===== src/hw/rtl/lpdx_pkg.sv =====
`timescale 1ns / 1ps
`default_nettype none

package lpdx_pkg;

    localparam int BYTE_W          = 8;
    localparam int LEN_W           = 7;
    localparam int IDX_W           = 6;
    localparam int COUNT_W         = 32;
    localparam int PAYLOAD_MAX_DEF = 64;

    typedef logic [1:0] kind_t;

    localparam kind_t KIND_DATA  = 2'd0;
    localparam kind_t KIND_EMPTY = 2'd1;
    localparam kind_t KIND_BAD   = 2'd2;

endpackage

`default_nettype wire


===== src/hw/rtl/lpdx_in_if.sv =====
`timescale 1ns / 1ps
`default_nettype none

interface lpdx_in_if;
    import lpdx_pkg::*;

    logic              valid;
    logic              ready;
    logic [BYTE_W-1:0] rx_byte;

    modport source (output valid, output rx_byte, input ready);
    modport sink   (input valid, input rx_byte, output ready);

endinterface

`default_nettype wire


===== src/hw/rtl/lpdx_out_if.sv =====
`timescale 1ns / 1ps
`default_nettype none

interface lpdx_out_if;
    import lpdx_pkg::*;

    logic               valid;
    logic               ready;
    kind_t              kind;
    logic [BYTE_W-1:0]  frame_type;
    logic [LEN_W-1:0]   frame_length;
    logic [BYTE_W-1:0]  data_byte;
    logic [IDX_W-1:0]   byte_index;
    logic               last;
    logic [COUNT_W-1:0] bad_frame_count;

    modport source (output valid, output kind, output frame_type, output frame_length,
                    output data_byte, output byte_index, output last,
                    output bad_frame_count, input ready);
    modport sink   (input valid, input kind, input frame_type, input frame_length,
                    input data_byte, input byte_index, input last,
                    input bad_frame_count, output ready);

endinterface

`default_nettype wire


===== src/hw/rtl/length_prefixed_deframer_xor_check_core.sv =====
`timescale 1ns / 1ps
`default_nettype none

// Header, type and payload bytes are taken whenever rx.valid is high; rx.ready stays high between frames.
// Bad or empty frame: one result, registered in the cycle after the check byte is accepted.
// Good frame: the first payload result passes the RAM read register and then the result register,
// then one per cycle while the result channel does not stall (payload RAM with separate read and
// write ports, one read per cycle); rx.ready is low while the payload is replayed.
// rst_n (async, active low) clears control state, counters and start_byte;
// the payload RAM is not cleared.
module length_prefixed_deframer_xor_check_core #(
    parameter int PAYLOAD_MAX = lpdx_pkg::PAYLOAD_MAX_DEF
) (
    input  logic                        clk,
    input  logic                        rst_n,
    input  logic                        cfg_we,
    input  logic [lpdx_pkg::BYTE_W-1:0] cfg_wdata,
    lpdx_in_if.sink                     rx,
    lpdx_out_if.source                  res
);
    import lpdx_pkg::*;

    localparam int AW = (PAYLOAD_MAX > 1) ? $clog2(PAYLOAD_MAX) : 1;
    localparam int CW = $clog2(PAYLOAD_MAX + 1);

    localparam logic [2:0] PH_HUNT    = 3'd0;
    localparam logic [2:0] PH_TYPE    = 3'd1;
    localparam logic [2:0] PH_LEN_LO  = 3'd2;
    localparam logic [2:0] PH_LEN_HI  = 3'd3;
    localparam logic [2:0] PH_PAYLOAD = 3'd4;
    localparam logic [2:0] PH_CHECK   = 3'd5;
    localparam logic [2:0] PH_REPLAY  = 3'd6;

    logic [2:0]         phase_reg,      phase_next;
    logic [BYTE_W-1:0]  start_byte_reg;
    logic [BYTE_W-1:0]  type_reg,       type_next;
    logic [BYTE_W-1:0]  xor_reg,        xor_next;
    logic [BYTE_W-1:0]  len_lo_reg,     len_lo_next;
    logic [CW-1:0]      exp_len_reg,    exp_len_next;
    logic [CW-1:0]      cnt_reg,        cnt_next;
    logic [COUNT_W-1:0] bad_reg,        bad_next;
    logic               rd_pend_reg,    rd_pend_next;
    logic [CW-1:0]      rd_cnt_reg,     rd_cnt_next;
    logic               res_valid_reg,  res_valid_next;

    kind_t              kind_reg,       kind_next;
    logic [LEN_W-1:0]   flen_reg,       flen_next;
    logic [BYTE_W-1:0]  data_reg,       data_next;
    logic [IDX_W-1:0]   idx_reg,        idx_next;
    logic               last_reg,       last_next;
    logic [COUNT_W-1:0] cnt_out_reg,    cnt_out_next;
    logic [BYTE_W-1:0]  ftype_reg;

    logic               load_out;
    logic               slot_free;
    logic               rx_fire;
    logic [BYTE_W-1:0]  b;
    logic [15:0]        full_len;
    logic [CW-1:0]      cnt_plus;
    logic [CW-1:0]      rd_cnt_plus;

    logic               ram_we;
    logic               ram_re;
    logic [AW-1:0]      ram_raddr;
    logic [BYTE_W-1:0]  ram_rdata;

    assign slot_free   = !res_valid_reg || res.ready;
    assign rx.ready    = (phase_reg != PH_REPLAY) && ((phase_reg != PH_CHECK) || slot_free);
    assign rx_fire     = rx.valid && rx.ready;
    assign b           = rx.rx_byte;
    assign full_len    = {b, len_lo_reg};
    assign cnt_plus    = cnt_reg + CW'(1);
    assign rd_cnt_plus = rd_cnt_reg + CW'(1);
    assign ram_we      = rx_fire && (phase_reg == PH_PAYLOAD);

    always_comb
    begin
        phase_next     = phase_reg;
        type_next      = type_reg;
        xor_next       = xor_reg;
        len_lo_next    = len_lo_reg;
        exp_len_next   = exp_len_reg;
        cnt_next       = cnt_reg;
        bad_next       = bad_reg;
        rd_pend_next   = rd_pend_reg;
        rd_cnt_next    = rd_cnt_reg;
        res_valid_next = res_valid_reg && !res.ready;
        load_out       = 1'b0;
        kind_next      = KIND_DATA;
        flen_next      = LEN_W'(exp_len_reg);
        data_next      = '0;
        idx_next       = '0;
        last_next      = 1'b1;
        cnt_out_next   = bad_reg;
        ram_re         = 1'b0;
        ram_raddr      = '0;

        unique case (phase_reg)
            PH_TYPE:
            begin
                if (rx_fire)
                begin
                    type_next  = b;
                    xor_next   = b;
                    phase_next = PH_LEN_LO;
                end
            end
            PH_LEN_LO:
            begin
                if (rx_fire)
                begin
                    len_lo_next = b;
                    xor_next    = xor_reg ^ b;
                    phase_next  = PH_LEN_HI;
                end
            end
            PH_LEN_HI:
            begin
                if (rx_fire)
                begin
                    xor_next     = xor_reg ^ b;
                    cnt_next     = '0;
                    // oversized length drops back to the hunt without a result
                    if (full_len > 16'(PAYLOAD_MAX))
                    begin
                        phase_next = PH_HUNT;
                    end
                    else if (full_len == 16'd0)
                    begin
                        exp_len_next = '0;
                        phase_next   = PH_CHECK;
                    end
                    else
                    begin
                        exp_len_next = full_len[CW-1:0];
                        phase_next   = PH_PAYLOAD;
                    end
                end
            end
            PH_PAYLOAD:
            begin
                if (rx_fire)
                begin
                    xor_next = xor_reg ^ b;
                    cnt_next = cnt_plus;
                    if (cnt_plus >= exp_len_reg)
                    begin
                        phase_next = PH_CHECK;
                    end
                end
            end
            PH_CHECK:
            begin
                if (rx_fire)
                begin
                    phase_next = PH_HUNT;
                    if (b != xor_reg)
                    begin
                        bad_next       = bad_reg + COUNT_W'(1);
                        load_out       = 1'b1;
                        res_valid_next = 1'b1;
                        kind_next      = KIND_BAD;
                        cnt_out_next   = bad_reg + COUNT_W'(1);
                    end
                    else if (exp_len_reg == '0)
                    begin
                        load_out       = 1'b1;
                        res_valid_next = 1'b1;
                        kind_next      = KIND_EMPTY;
                    end
                    else
                    begin
                        // prime the RAM with entry 0; results follow from the read data
                        ram_re       = 1'b1;
                        rd_pend_next = 1'b1;
                        rd_cnt_next  = '0;
                        phase_next   = PH_REPLAY;
                    end
                end
            end
            PH_REPLAY:
            begin
                if (rd_pend_reg && slot_free)
                begin
                    load_out       = 1'b1;
                    res_valid_next = 1'b1;
                    kind_next      = KIND_DATA;
                    data_next      = ram_rdata;
                    idx_next       = IDX_W'(rd_cnt_reg);
                    last_next      = (rd_cnt_plus == exp_len_reg);
                    if (rd_cnt_plus < exp_len_reg)
                    begin
                        ram_re      = 1'b1;
                        ram_raddr   = rd_cnt_plus[AW-1:0];
                        rd_cnt_next = rd_cnt_plus;
                    end
                    else
                    begin
                        rd_pend_next = 1'b0;
                        phase_next   = PH_HUNT;
                    end
                end
            end
            default:
            begin
                // hunt; the unused code acts the same
                if (rx_fire)
                begin
                    phase_next = (b == start_byte_reg) ? PH_TYPE : PH_HUNT;
                end
            end
        endcase
    end

    always_ff @(posedge clk or negedge rst_n)
    begin
        if (!rst_n)
        begin
            phase_reg      <= PH_HUNT;
            start_byte_reg <= '0;
            type_reg       <= '0;
            xor_reg        <= '0;
            len_lo_reg     <= '0;
            exp_len_reg    <= '0;
            cnt_reg        <= '0;
            bad_reg        <= '0;
            rd_pend_reg    <= 1'b0;
            rd_cnt_reg     <= '0;
            res_valid_reg  <= 1'b0;
        end
        else
        begin
            phase_reg     <= phase_next;
            type_reg      <= type_next;
            xor_reg       <= xor_next;
            len_lo_reg    <= len_lo_next;
            exp_len_reg   <= exp_len_next;
            cnt_reg       <= cnt_next;
            bad_reg       <= bad_next;
            rd_pend_reg   <= rd_pend_next;
            rd_cnt_reg    <= rd_cnt_next;
            res_valid_reg <= res_valid_next;
            if (cfg_we)
            begin
                start_byte_reg <= cfg_wdata;
            end
        end
    end

    always_ff @(posedge clk)
    begin
        if (load_out)
        begin
            kind_reg    <= kind_next;
            ftype_reg   <= type_reg;
            flen_reg    <= flen_next;
            data_reg    <= data_next;
            idx_reg     <= idx_next;
            last_reg    <= last_next;
            cnt_out_reg <= cnt_out_next;
        end
    end

    lpdx_ram #(
        .WIDTH (BYTE_W),
        .DEPTH (PAYLOAD_MAX)
    ) u_payload_ram (
        .clk   (clk),
        .we    (ram_we),
        .waddr (cnt_reg[AW-1:0]),
        .wdata (b),
        .re    (ram_re),
        .raddr (ram_raddr),
        .rdata (ram_rdata)
    );

    assign res.valid           = res_valid_reg;
    assign res.kind            = kind_reg;
    assign res.frame_type      = ftype_reg;
    assign res.frame_length    = flen_reg;
    assign res.data_byte       = data_reg;
    assign res.byte_index      = idx_reg;
    assign res.last            = last_reg;
    assign res.bad_frame_count = cnt_out_reg;

    a_pend_only_in_replay: assert property (@(posedge clk) disable iff (!rst_n)
        rd_pend_reg |-> (phase_reg == PH_REPLAY))
        else $error("RAM read pending outside replay");

    a_len_in_range: assert property (@(posedge clk) disable iff (!rst_n)
        exp_len_reg <= CW'(PAYLOAD_MAX))
        else $error("stored frame length exceeds payload buffer");

    a_bad_count_step: assert property (@(posedge clk) disable iff (!rst_n)
        (rx_fire && (phase_reg == PH_CHECK) && (rx.rx_byte != xor_reg))
        |=> (bad_reg == $past(bad_reg) + COUNT_W'(1)))
        else $error("bad-frame count did not advance on check mismatch");

    a_index_below_len: assert property (@(posedge clk) disable iff (!rst_n)
        (res.valid && (res.kind == KIND_DATA)) |-> ({1'b0, res.byte_index} < res.frame_length))
        else $error("payload index beyond frame length");

endmodule

`default_nettype wire


===== src/hw/rtl/lpdx_ram.sv =====
`timescale 1ns / 1ps
`default_nettype none

module lpdx_ram #(
    parameter int WIDTH = 8,
    parameter int DEPTH = 64,
    localparam int AW   = (DEPTH > 1) ? $clog2(DEPTH) : 1
) (
    input  logic             clk,
    input  logic             we,
    input  logic [AW-1:0]    waddr,
    input  logic [WIDTH-1:0] wdata,
    input  logic             re,
    input  logic [AW-1:0]    raddr,
    output logic [WIDTH-1:0] rdata
);

    logic [WIDTH-1:0] mem [DEPTH];

    always_ff @(posedge clk)
    begin
        if (we)
        begin
            mem[waddr] <= wdata;
        end
        if (re)
        begin
            rdata <= mem[raddr];
        end
    end

endmodule

`default_nettype wire


===== src/flat_wrapper.sv =====
// flat-port wrapper written by rule: the top's interface ports become plain ports
module length_prefixed_deframer_xor_check_core_flat import lpdx_pkg::*;
#(
    parameter int PAYLOAD_MAX = lpdx_pkg::PAYLOAD_MAX_DEF
)
  (clk, rst_n, cfg_we, cfg_wdata, rx_valid, rx_rx_byte, rx_ready, res_valid, res_kind, res_frame_type, res_frame_length, res_data_byte, res_byte_index, res_last, res_bad_frame_count, res_ready);
  lpdx_in_if rx_i ();
  lpdx_out_if res_i ();
  input  logic clk;
  input  logic rst_n;
  input  logic cfg_we;
  input  logic [lpdx_pkg::BYTE_W-1:0] cfg_wdata;
  input wire logic [$bits(rx_i.valid)-1:0] rx_valid;
  input wire logic [$bits(rx_i.rx_byte)-1:0] rx_rx_byte;
  output wire logic [$bits(rx_i.ready)-1:0] rx_ready;
  output wire logic [$bits(res_i.valid)-1:0] res_valid;
  output wire logic [$bits(res_i.kind)-1:0] res_kind;
  output wire logic [$bits(res_i.frame_type)-1:0] res_frame_type;
  output wire logic [$bits(res_i.frame_length)-1:0] res_frame_length;
  output wire logic [$bits(res_i.data_byte)-1:0] res_data_byte;
  output wire logic [$bits(res_i.byte_index)-1:0] res_byte_index;
  output wire logic [$bits(res_i.last)-1:0] res_last;
  output wire logic [$bits(res_i.bad_frame_count)-1:0] res_bad_frame_count;
  input wire logic [$bits(res_i.ready)-1:0] res_ready;
  assign rx_i.valid = rx_valid;
  assign rx_i.rx_byte = rx_rx_byte;
  assign rx_ready = rx_i.ready;
  assign res_valid = res_i.valid;
  assign res_kind = res_i.kind;
  assign res_frame_type = res_i.frame_type;
  assign res_frame_length = res_i.frame_length;
  assign res_data_byte = res_i.data_byte;
  assign res_byte_index = res_i.byte_index;
  assign res_last = res_i.last;
  assign res_bad_frame_count = res_i.bad_frame_count;
  assign res_i.ready = res_ready;
  length_prefixed_deframer_xor_check_core #(.PAYLOAD_MAX(PAYLOAD_MAX)) u_core (.clk(clk), .rst_n(rst_n), .cfg_we(cfg_we), .cfg_wdata(cfg_wdata), .rx(rx_i), .res(res_i));
endmodule

===== config.mk =====
export PLATFORM = sky130hd
export DESIGN_NAME = length_prefixed_deframer_xor_check_core_flat
export DESIGN_NICKNAME = d
export VERILOG_FILES = /design/src/hw/rtl/lpdx_pkg.sv /design/src/hw/rtl/lpdx_in_if.sv /design/src/hw/rtl/lpdx_out_if.sv /design/src/hw/rtl/length_prefixed_deframer_xor_check_core.sv /design/src/hw/rtl/lpdx_ram.sv /design/src/flat_wrapper.sv
export SDC_FILE = /design/constraint.sdc
export NUM_CORES = 1
export LEC_CHECK = 0
export BUFFER_PORTS_ARGS = -buffer_cell sky130_fd_sc_hd__buf_2
export CAP_MARGIN = 5
export CORE_ASPECT_RATIO = 1.25
export CORE_UTILIZATION = 40
export CTS_BUF_LIST = sky130_fd_sc_hd__clkbuf_4 sky130_fd_sc_hd__clkbuf_8
export CTS_CLUSTER_SIZE = 28
export DETAILED_ROUTE_END_ITERATION = 16
export PLACE_DENSITY_LB_ADDON = 0.08
export SYNTH_ARGS = -nofsm -noshare
export SYNTH_HDL_FRONTEND = slang
export SYNTH_SLANG_ARGS = --single-unit

===== constraint.sdc =====
create_clock -name clk -period 4.8 [get_ports clk]
set_clock_uncertainty 0.1 [all_clocks]
set_input_delay 1.2 -clock clk [delete_from_list [all_inputs] [get_ports clk]]
set_output_delay 1.2 -clock clk [all_outputs]
set_load 0.05 [all_outputs]

---- Word level (Yosys, flattened, before mapping) ----
Memories as Yosys holds them, arrays and structs flattened. A register that Yosys moved wholly into a read port is not among the register bits.
Index checks and enable logic that the tools add are counted.
cells by class
  bitwise logic cells ..................... 4
  reduce and logical (&&, ||, !) cells .... 27
  equality and inequality tests ........... 23
  div/mod/pow operators ................... 0
  $lt $le $gt $ge ......................... 3
  multipliers ............................. 0
  shift-type cells ........................ 0
  mux-type cells .......................... 60
  add/sub/neg operators ................... 3
operators with widths
  operator                                                        number
  two-way mux 32 bit                                              3
  two-way mux 7 bit                                               8
  two-way mux 3 bit                                               12
  adder 32 x 1 -> 32 bit, second input constant                   1
  case mux 7 bit (2 select lines)                                 2
  two-way mux 1 bit                                               23
  two-way mux 6 bit                                               3
  case mux 3 bit (6 select lines)                                 1
  greater-than comparator 16 x 7 -> 1 bit, second input constant  1
  zero test 16 bit                                                1
  two-way mux 8 bit                                               2
  != test 2 x 1 -> 1 bit, second input constant                   8
  case mux 8 bit (2 select lines)                                 1
  adder 7 x 1 -> 7 bit, second input constant                     2
  AND reduction 6 bit                                             2
  == test 3 bit, second input constant                            3
  AND reduction 3 bit                                             3
  AND reduction 9 bit                                             1
  == test 8 bit                                                   1
  != test 2 bit, second input constant                            4
  != test 8 bit                                                   1
  case mux 1 bit (2 select lines)                                 4
  AND reduction 2 bit                                             4
  nonzero test 2 bit                                              4
  14 further kinds                                                25
word-level totals
  latch bits .............................. 0
  memories ................................ 1
  input bits .............................. 21
  RAM bits ................................ 512
  word-level logic and storage cells ...... 140
  memory bits (read-only) ................. 0
  register bits after elaboration ......... 154
  output and inout bits ................... 66
memories
  memory                    words  bits a word  read ports  clocked after memory_dff  wr ports  line            RTL
  u_core.u_payload_ram.mem  64     8            1           1                         1         lpdx_ram.sv:18  logic [WIDTH-1:0] mem [DEPTH];

---- Depth between registers and ports, before layout ----
  word-level depth ........................ 8
  mapped depth ............................ 15
  mapped depth without buffers ............ 13

---- Hierarchy ----
A second synthesis with hierarchy kept.
second synthesis, totals
  cell total of the unflattened synthesis .. 1467
  area, all modules ....................... 27196.1 µm²
modules (own cells, without submodules)
  module                                   seq. area each (µm²)  cells an instance  instances  area each (µm²)
  lpdx_ram                                 15615.0               940                1          20246.9
  length_prefixed_deframer_xor_check_core  4174.0                527                1          6949.2

---- Worst setup path after synthesis ----
No wires, ideal clock.
  path type ............................... input -> register
  start point ............................. input rx_rx_byte[7]
  end point ............................... register u_core.cnt_out_reg[0], in the netlist u_core.res.bad_frame_count[0] (enable)
  path buffers ............................ 1
  data arrival time ....................... 3.365 ns
  required time ........................... 4.010 ns
  setup time .............................. 0.690 ns
  cell stages on the path ................. 6
  slack ................................... 0.646 ns
  path through ............................ buf_2 > xor2_1 > nor4_1 > nand3_1 > nand2b_1 > nand2_1
between the ends
  longest elaborated chain between the ends .. 4
ends and longest elaborated chain
  element                          line                                            RTL
  start: declaration               flat_wrapper.sv:14                              input wire logic [$bits(rx_i.rx_byte)-1:0] rx_rx_byte;
  != test 8 bit                    length_prefixed_deframer_xor_check_core.sv:157  if (b != xor_reg)
  two-way mux 1 bit                length_prefixed_deframer_xor_check_core.sv:157
  two-way mux 1 bit                length_prefixed_deframer_xor_check_core.sv:154  if (rx_fire)
  case mux 1 bit (2 select lines)  length_prefixed_deframer_xor_check_core.sv:98   unique case (phase_reg)
  via u_core.load_out              length_prefixed_deframer_xor_check_core.sv:54   logic load_out;
  end signal: assignment           length_prefixed_deframer_xor_check_core.sv:260  cnt_out_reg <= cnt_out_next;
  end: declaration                 length_prefixed_deframer_xor_check_core.sv:51   logic [COUNT_W-1:0] cnt_out_reg, cnt_out_next;
The timed path passes the listed nets, and every way through them passes these cells.
A chain may end at the register's enable or synchronous reset.

---- Final worst setup path ----
  start point ............................. register u_core.rd_cnt_reg[0]
  end point ............................... register u_core.u_payload_ram.rdata[3] (read register of u_core.u_payload_ram.mem), data pin
between the ends
  longest elaborated chain between the ends .. 5
  elaborated cells on any way between the ends .. 8
  those cells by class .................... add/sub (1); order compare (1); mux (6)
ends and longest elaborated chain
  element                                                               line                                            RTL
  start: declaration                                                    length_prefixed_deframer_xor_check_core.sv:43   logic [CW-1:0] rd_cnt_reg, rd_cnt_next;
  start signal: assignment                                              length_prefixed_deframer_xor_check_core.sv:241  rd_cnt_reg <= rd_cnt_next;
  adder 7 x 1 -> 7 bit (*)                                              length_prefixed_deframer_xor_check_core.sv:73   assign rd_cnt_plus = rd_cnt_reg + CW'(1);
  less-than comparator 7 bit                                            length_prefixed_deframer_xor_check_core.sv:191  if (rd_cnt_plus < exp_len_reg)
  two-way mux 1 bit or two-way mux 6 bit (tied branches)                length_prefixed_deframer_xor_check_core.sv:191
  two-way mux 1 bit or two-way mux 6 bit (tied branches)                length_prefixed_deframer_xor_check_core.sv:183  if (rd_pend_reg && slot_free)
  case mux 1 bit (2 select lines) or two-way mux 6 bit (tied branches)  length_prefixed_deframer_xor_check_core.sv:98
  end: declaration                                                      lpdx_ram.sv:15                                  output logic [WIDTH-1:0] rdata
Mark *: on every way between the ends. The rest lies on a longest branch, timed or not.

==> results.sh <==
export IMPL_timing_final_setup_violations=0
export IMPL_start_util_pct=40.43
export IMPL_post_synth_inst_count=1877
export IMPL_worstMarginPinSlew_ns=1.045
export IMPL_largest_register_ffs=512
export IMPL_timing_slew_headroom_pct=29.66
export IMPL_dp_hpwl_um=55460
export IMPL_worst_ep_arrival_time_ns=4.76
export IMPL_die_boundary_height_um=295.4
export IMPL_yosys_register_bits=674
export IMPL_fp_dieArea_mm2=0.06993
export IMPL_routedWlPerCell_um=27.67
export IMPL_worst_hold_startpoint="u_core.type_reg[5]"
export IMPL_synth_area_mm2=0.02755
export IMPL_category_of_cells_accounting_for_the_largest_share_of_critical_path_delay="simple AND/OR/NAND/NOR gates"
export IMPL_post_synthesis_async_set_or_reset_flop_share_pct=13.35
export IMPL_criticalPathCategory="register to register"
export IMPL_syn_to_final_growth_pct=15.52
export IMPL_cts_root_buf="clkbuf_8"
export IMPL_final_net_count=2119
export IMPL_first_global_vias=17500
export IMPL_initial_antenna_violation_count=2
export IMPL_cts_sinks=674
export IMPL_fraction_of_synthesized_cell_area_taken_by_the_top_area_cell_type_pct=63.66
export IMPL_cts_tree="yes"
export IMPL_cts_buffers=109
export IMPL_cts_setup_buffers=0
export IMPL_power_density_cell_area_mw_per_mm2=426.5
export IMPL_yosys_cell_count_top_type="edfxtp_1"
export IMPL_end_kind="register"
export IMPL_end_point_of_the_worst_hold_path="u_core.res.frame_type[5]"
export IMPL_synthesis_area_per_instance_um2=14.68
export IMPL_globalRouteTotalUtil_pct=24.28
export IMPL_worst_setup_path_start_kind="register"
export IMPL_crit_path_required_time_ns=5.16
export IMPL_holdBufCountCts=0
export IMPL_placement_rows=107
export IMPL_regToRegSetupSlack_ns=0.40
export IMPL_synth_largest_area_cell="edfxtp_1"
export IMPL_numPortBuffers=86
export IMPL_postLayoutCellArea_mm2=0.03183
export IMPL_num_vias=17240
export IMPL_io_pins=87
export IMPL_gp_congestion=0.8999
export IMPL_synth_enable_flop_cells=584
export IMPL_totalWireLength_um=84190
export IMPL_worst_path_largest_cell_delay_ns=0.69
export IMPL_max_cap_viol_count=0
export IMPL_clock_pin_transition_on_the_worst_setup_and_hold_timing_paths_ns=0.06
export IMPL_vdd_drop_max_v=0.0002699
export IMPL_maximum_fanout_count_along_the_critical_path=71
export IMPL_placeableCoreArea_mm2=0.06814
export IMPL_grt_start_max_net_pins=141
export IMPL_grt_pass1_wl_um=121700
export IMPL_yosysSeqAreaShare_pct=71.83
export IMPL_crit_path_cell_trace="nand3_1, xor2_1, inv_1, ha_1, a211o_1, o211a_1, or4_2, buf_12, nor2_1, nor3_1, or3_1, a22oi_1, mux2i_1"
export IMPL_synth_top_cells_by_area="edfxtp_1 (64%), dfrtp_1 (8.2%), mux2i_1 (3.4%)"
export IMPL_detail_route_drc_violations=0
export IMPL_grt_setup_unrepaired="false"
export IMPL_clockBufferDepth=3
export IMPL_detailed_place_area_mm2=0.02957
export IMPL_clkLatencyLatePin_ns=0.73
export IMPL_worst_r2r_path_depth=13
export IMPL_post_route_min_period_ns=4.398
export IMPL_netlist_cell_type_count=68
export IMPL_maxSlewViolCount=0
export IMPL_post_route_cells_drive_above_1_share_pct=22.12
export IMPL_crit_path_top_delay_cell="or4_2"
export IMPL_firstDrtPassIters=6
export IMPL_critical_path_reg2reg_endpoint="u_core.u_payload_ram.rdata[3]"
export IMPL_cts_repair_resize_count=0
export IMPL_power_leakage_nw=10.73
export IMPL_worst_hold_path_num_cells=0
export IMPL_postSynth_topFlopCell="edfxtp_1"
export IMPL_period_share_pct=91.62
export IMPL_clock_tree_htree_level_count=3
export IMPL_routed_via_density=5.665
export IMPL_min_delay_path_class="register to register"
export IMPL_result_of_the_run="completed"
export IMPL_die_width_um=236.7
export IMPL_critPathBufInv=2
export IMPL_timing_fmax_ghz=0.2274
export IMPL_setup_total_negative_slack_ns=0
export IMPL_synth_top_cells_by_count="edfxtp_1 (584), nor2_1 (163), a21oi_1 (103)"
export IMPL_layout_cells_non_filler=3043
export IMPL_detail_route_iter0_violations=1393
export IMPL_antenna_left=0
export IMPL_synth_warnings=0
export IMPL_place_inst=2842
export IMPL_gr_total_overflow=0
export IMPL_syn_num_nets=1915
export IMPL_reg2reg_from="u_core.rd_cnt_reg[0]"
export IMPL_final_hold_vios=0
layer usage:
layer	track usage, %	vias up	wire [um]
met3	3.838	168	4626
li1	-	7647	-
met1	29.63	8756	33380
met4	12.70	2	4239
met2	41.57	665	41930
met5	0	-	13
layout by cell type, fill, tap and decap left out, types with 58 or more instances in the layout:
cell,instances
edfxtp_1,584
nor2_1,163
clkbuf_8,126
buf_4,122
a21oi_1,103
mux2i_1,94
dfrtp_1,89
nand2_1,88
buf_2,85
o211ai_1,60
o21ai_0,58
where the power goes:
group / switching (mW) / internal [mW]
registers: 0.117 / 6.50
logic: 1.26 / 0.633
clock network: 2.31 / 2.76
through the flow:
stage	utilization (%)	hold slack [ns]	power (mW)	worst slack, ns
final	46.70	0.3501	13.57	0.4022
after floorplan	-	0.3211	7.860	0.6457
after global routing	46.70	0.3593	14.07	0.3165
after CTS	46.70	0.3509	13.74	0.4738
after global placement	43.40	0.3241	8.644	0.5608
after detailed placement	43.40	0.3363	8.663	0.4762
worst max path at each step:
stage	from	endpoint	slack [ns]	cells past startpoint
CTS	u_core.rd_cnt_reg[0]	u_core.u_payload_ram.rdata[0]	0.47	12
detailed placement	u_core.rd_cnt_reg[0]	u_core.u_payload_ram.rdata[0]	0.48	12
finish	u_core.rd_cnt_reg[0]	u_core.u_payload_ram.rdata[3]	0.40	13
global placement	u_core.rd_cnt_reg[0]	u_core.u_payload_ram.rdata[0]	0.56	12
global route	u_core.rd_cnt_reg[2]	u_core.u_payload_ram.rdata[3]	0.32	13
floorplan	rx_rx_byte[7]	u_core.res.bad_frame_count[0]	0.65	6
kinds of logic (layout without fill, tap and decap cells):
group	Yosys count	in the layout	synth area share, %
multiplexers	154	154	6.072
adder cells (fa/ha/maj)	17	17	0.7721
XOR/XNOR	60	60	1.908
AND/OR/NAND/NOR	453	453	7.948
AO/OA/AOI/OAI	389	389	9.424
flip-flops	674	674	71.83
buffers and inverters	130	423	2.044
other	0	1	0
layout make-up:
class                      instances  area, um2
inverter                          13      48.80
antenna                            1      2.502
clock inverter                    42      275.3
clock buffer                     158       1974
multi-input combinational       1073       7239
sequential                       674      19790
timing repair buffer             210       1401
tap                              872       1091
fill                            6063      36320
Note: power is estimated with default switching activity, not from simulation.
